File: config.mk
export PLATFORM = sky130hd
export DESIGN_NAME = posd_blend
export DESIGN_NICKNAME = d
export VERILOG_FILES = /design/src/rtl/posd_pkg.sv /design/src/rtl/posd_blend.sv
export SDC_FILE = /design/constraint.sdc
export NUM_CORES = 1
export LEC_CHECK = 0
export BUFFER_PORTS_ARGS = -buffer_cell sky130_fd_sc_hd__buf_2
export CORE_AREA = 2 2 141 102
export DETAILED_ROUTE_END_ITERATION = 6
export DIE_AREA = 0 0 143 104
export PLACE_DENSITY = 0.85
export SLEW_MARGIN = 15
export SYNTH_ARGS = -nofsm -noshare
export SYNTH_HDL_FRONTEND = slang
export SYNTH_SLANG_ARGS = --single-unit
export TNS_END_PERCENT = 10
File: constraint.sdc
create_clock -name vclk -period 3.1
set_input_delay 0 -clock vclk [all_inputs]
set_output_delay 0 -clock vclk [all_outputs]
set_load 0.02 [all_outputs]
File: src/rtl/posd_pkg.sv
// shared types and constants of the osd palette overlay blender
`timescale 1ns / 1ps
`default_nettype none

package posd_pkg;

    // command carried by each input beat
    typedef enum logic {
        CMD_WRITE = 1'b0,
        CMD_PIXEL = 1'b1
    } t_cmd;

    // blend codes of a palette entry, osd weight rising from 0 to 1
    typedef enum logic [3:0] {
        BLEND_PIC = 4'd0,
        BLEND_1_8 = 4'd1,
        BLEND_1_4 = 4'd2,
        BLEND_1_2 = 4'd3,
        BLEND_3_4 = 4'd4,
        BLEND_7_8 = 4'd5,
        BLEND_OSD = 4'd6
    } t_blend_code;

    localparam int COMP_W  = 8;
    localparam int CODE_W  = 4;
    localparam int INDEX_W = 8;

    // one 24-bit color
    typedef struct packed {
        logic [COMP_W-1:0] red;
        logic [COMP_W-1:0] green;
        logic [COMP_W-1:0] blue;
    } t_color;

    // one 28-bit palette entry
    typedef struct packed {
        logic [CODE_W-1:0] blend;
        t_color            color;
    } t_entry;

    // result of the mixing logic
    typedef struct packed {
        logic   update;  // color is a fresh blend and becomes the last color
        t_color color;
    } t_blend_res;

endpackage

`default_nettype wire

File: src/rtl/posd_blend.sv
// per-component mixing of osd and picture color at the palette blend weight
`timescale 1ns / 1ps
`default_nettype none

module posd_blend
    import posd_pkg::*;
(
    input  wire t_color            i_pic,
    input  wire t_color            i_osd,
    input  wire logic [CODE_W-1:0] i_code,
    input  wire logic              i_picture_valid,
    input  wire t_color            i_last_color,
    output t_blend_res             o_res
);

    // mix one component, truncating
    function automatic logic [COMP_W-1:0] mix_comp(
        input logic [COMP_W-1:0] p,
        input logic [COMP_W-1:0] o,
        input logic [CODE_W-1:0] code
    );
        logic [10:0]       p1;
        logic [10:0]       o1;
        logic [10:0]       sum;
        logic [COMP_W-1:0] res;
        p1  = 11'(p);
        o1  = 11'(o);
        sum = '0;
        res = o;
        case (code)
            BLEND_PIC: res = p;
            BLEND_1_8: begin
                sum = (p1 << 3) - p1 + o1;
                res = sum[10:3];
            end
            BLEND_1_4: begin
                sum = (p1 << 1) + p1 + o1;
                res = sum[9:2];
            end
            BLEND_1_2: begin
                sum = p1 + o1;
                res = sum[8:1];
            end
            BLEND_3_4: begin
                sum = p1 + (o1 << 1) + o1;
                res = sum[9:2];
            end
            BLEND_7_8: begin
                sum = p1 + (o1 << 3) - o1;
                res = sum[10:3];
            end
            default: res = o;
        endcase
        return res;
    endfunction

    t_color w_mixed;

    // three components in parallel
    always_comb begin
        w_mixed.blue  = mix_comp(i_pic.blue,  i_osd.blue,  i_code);
        w_mixed.green = mix_comp(i_pic.green, i_osd.green, i_code);
        w_mixed.red   = mix_comp(i_pic.red,   i_osd.red,   i_code);
    end

    // choose osd pass-through, fresh blend or repeat of the last blend
    always_comb begin
        o_res.update = 1'b0;
        if (!i_picture_valid) begin
            o_res.color = i_osd;
        end else if (i_code <= CODE_W'(BLEND_OSD)) begin
            o_res.color  = w_mixed;
            o_res.update = 1'b1;
        end else begin
            o_res.color = i_last_color;
        end
    end

endmodule

`default_nettype wire

### After elaboration in Yosys (flattened, before gate mapping)

Index checks and enable logic that the tools add are counted.

| word-level totals | value |
|---|---|
| logic and storage cells | 41 |
| register bits after elaboration | 0 |
| output and inout bits | 25 |
| bits of input ports | 77 |

| operators by class | value |
|---|---|
| equal/unequal tests | 5 |
| mux-type cells | 7 |
| reduce and logical (&&, ||, !) cells | 1 |
| add/sub/neg operators | 27 |
| $lt $le $gt $ge | 1 |

Operator list:

| cell | number |
|---|---|
| 8-bit one-hot mux with 6 select lines | 3 |
| 11-bit by 8-bit subtractor with 11-bit output | 6 |
| 10-bit by 8-bit adder with 10-bit output | 6 |
| 24-bit two-way mux | 2 |
| 11-bit by 8-bit adder with 11-bit output | 3 |
| 8-bit by 11-bit adder with 11-bit output | 3 |
| 8-bit by 9-bit adder with 10-bit output | 3 |
| 9-bit by 8-bit adder with 10-bit output | 3 |
| 8-bit by 8-bit adder with 9-bit output | 3 |
| 4-bit by 2-bit == test with 1-bit output (second input constant) | 2 |
| 4-bit by 3-bit == test with 1-bit output (second input constant) | 2 |
| 4-bit by 1-bit == test with 1-bit output (second input constant) | 1 |
| 4-bit by 3-bit <= comparator with 1-bit output (second input constant) | 1 |
| 4-bit zero test | 1 |
| 1-bit two-way mux | 2 |

### Depth between registers and ports, before layout

| logic depth | value |
|---|---|
| depth in word-level cells | 5 |
| mapped depth | 13 |
| depth with buffers taken out | 12 |

### Worst setup path before layout

Ideal clock, no wire load.

| timing path | value |
|---|---|
| path kind | input-to-output |
| from | input i_pic[8] in the netlist's numbering |
| to | output o_res[15] in the netlist's numbering |
| data arrival time | 2.523 ns |
| path buffers | 1 |
| required time | 3.100 ns |
| stages on the path | 13 |
| setup slack | 0.577 ns |
| cells stage by stage | buf_2 > inv_1 > fa_1 > inv_1 > ha_1 > or3_1 > a31o_2 > nand3_1 > a31oi_1 > a21oi_1 > xor2_1 > a22oi_1 > a21oi_1 |

RTL lines:

| what | RTL line | RTL |
|---|---|---|
| from (decl) | posd_blend.sv:8 | `input wire t_color i_pic,` |
| to (decl) | posd_blend.sv:13 | `output t_blend_res o_res` |

==> results.cfg <==
[run_status]
status = finished, final reports clean

[layout]
drive_above_1_share = 0.140
post-route-util = 0.649
areaGrowthSynthToFinish_pct = 10.2
seq_cells = 0
design_area_sq_um = 8800
nNetsFinal = 1391
diodes = 0
final_cells = 1280
nClkBuffers = 0
seq_area_sq_um = 0

[synthesis]
synth_area_sq_um = 7990
synth.area.mux_share = 0.00501
ys_top_cells_by_area = ha_1, fa_1, xnor2_1
yosysTopAreaCell = ha_1
synth_common_cells = ha_1, inv_1, fa_1
yosys.cell_types.count = 68
synth.avg_cell_area_sq_um = 8.02
synth_top_family_by_area = adder cells
ys_seq_area_frac = 0
synth-simple-area-share = 0.149
synth_most_common_cell = ha_1
synth_compound_area_frac = 0.251
ys_warn_count = 0
synthAdderAreaFrac = 0.424
syn_inst = 996
syn-num-nets = 1295
yosys.area.top_type_share = 0.221
synth_xor_xnor_area_share = 0.0921

[worst_setup_path]
worstPathRequired_ps = 3100
worst-path-buf-inv = 2
path_cells = buf_2, fa_1, and3_1, fa_1, a21oi_1, nor2b_1, o21a_1, o21a_1, o21a_1, o211ai_1, nand3_1, o31a_1, buf_2
cp.arrival_ps = 2970
cpLargestDelayFamily = compound AO/OA/AOI/OAI gates
critPathLaunchType = input pin
critical-path-max-stage-delay_ps = 490
worst_setup_path_end_kind = output port
crit_path_frequent_cell = o21a_1
crit_path_top_delay_cell = fa_1
crit_type = in -> out
critPathMaxFanout = 4

[sta]
fmax_mhz = 337
slew_violations = 0
post-route-period-util = 0.957
rsz0062_at_grt = no
period_minus_slack_ps = 2970
hold-worst-slack_ps = 375
hold_viol = 0
setup_slack_ps = 133
finalSetupViolations = 0
tightest_slew_ps = 974
fin_setup_tns_ps = 0
slew_headroom = 0.349

[worst_hold_path]
hold-path-cell-count = 4
min_from = i_last_color[3]
hp-class = in -> out
worstHoldEndpoint = o_res[3]

[power_and_ir_drop]
internal_power_mw = 0.970
swShare = 0.580
totalPowerFinal_mw = 2.31
p_leak_nw = 4.13
ir_worst_vdd_uv = 172
switching_power_mw = 1.34
power_density_nw_per_um2 = 262
power_frac_comb = 1.000
clkPwrFrac = 0
p_seq_frac = 0

[grt]
grt-ovfl-total = 0
grt_pass1_wl_mm = 38.0
grt_pass1_vias = 7715
antenna_found_initial = 0
grt_max_degree = 22
grt_usage = 0.312

[route]
ant_nets = 0
wl_per_cell_um = 18.4
wl_mm = 23.5
vias = 7903
drc = 0
vias_per_cell = 6.17
top_layer = met4
met2_length_mm = 10.4
wl_met1_mm = 10.4
firstDrtPassIters = 5
drtIter0Drc = 811
met3_length_mm = 2.28

[floorplan]
num_rows = 36
die_area_sq_um = 14900
pin_count = 102
die_h_um = 104
die_width_um = 143
start_util = 0.589
core_area_sq_um = 13600

[job]
drv_cap = 0

[clocking]
ctsHoldBuffers = 0

[place]
io_buffer_count = 102
place_area_sq_um = 8770
dp_slack_ps = 86.2
place.gp.congestion = 0.951
placed_cells = 1280
dpl.hpwl_mm = 19.3
[power groups by stage]
| stage | sequential (mW) | combinational [mW] | clock (mW) |
|---|---|---|---|
| 3_5_place_dp | 0 | 2.25 | 0 |
| 4_1_cts | 0 | 2.26 | 0 |
| 3_3_place_gp | 0 | 2.16 | 0 |
| 2_1_floorplan | 0 | 1.66 | 0 |
| 5_1_grt | 0 | 2.56 | 0 |
| 6_report | 0 | 2.31 | 0 |
[area by class of cell]
class	count	area, sq um
Timing Repair Buffer	120	661
Multi-Input combinational cell	836	7400
Fill cell	1197	4750
Tap cell	190	238
Inverter	134	503
[placed cells by master (no fill, tap or decap), types with 10 or more instances in the layout]
cell	netlist	routed
and3_1	12	12
buf_4	0	17
xor2_1	24	24
xnor2_1	60	60
inv_1	134	134
ha_1	141	141
nand3_1	19	19
nor3_1	27	25
buf_2	13	101
nand2_1	47	47
nor2_1	63	63
nand2b_1	20	20
nor2b_1	18	18
o21bai_1	12	12
a21oi_1	72	70
a211oi_1	11	10
or3_1	10	10
a22oi_1	13	13
o22ai_1	23	23
a221oi_1	19	18
o21ai_0	35	35
fa_1	81	81
a31oi_1	15	15
[repair_timing]
| action | 4_1_cts | 5_1_grt |
|---|---|---|
| setup buffers | 0 | 0 |
| resized for setup | 0 | 7 |
| setup endpoints to repair | 0 | 4 |
[metal layers]
layer,up-vias,GRT usage
li1,3747,-
met1,3707,0.455
met2,410,0.497
met3,39,0.0391
met4,0,0.0622
met5,-,0
[how the worst max path moves through the flow]
stage / startpoint / endpoint / slack [ps] / cells past startpoint
floorplan: i_pic[8] / o_res[15] / 580 / 13
global placement: i_pic[17] / o_res[21] / 140 / 13
detailed placement: i_pic[17] / o_res[21] / 90 / 13
CTS: i_pic[17] / o_res[21] / 80 / 13
global route: i_pic[17] / o_res[23] / 7 / 13
finish: i_pic[17] / o_res[23] / 130 / 13
[kinds of logic (layout without fill, tap and decap cells)]
group,Yosys count,after routing
fa+ha+maj,222,222
mux,4,4
compound gates,287,287
buf+inv,160,254
simple gates,239,239
xor+xnor,84,84
Note: power is estimated with default switching activity, not from simulation.
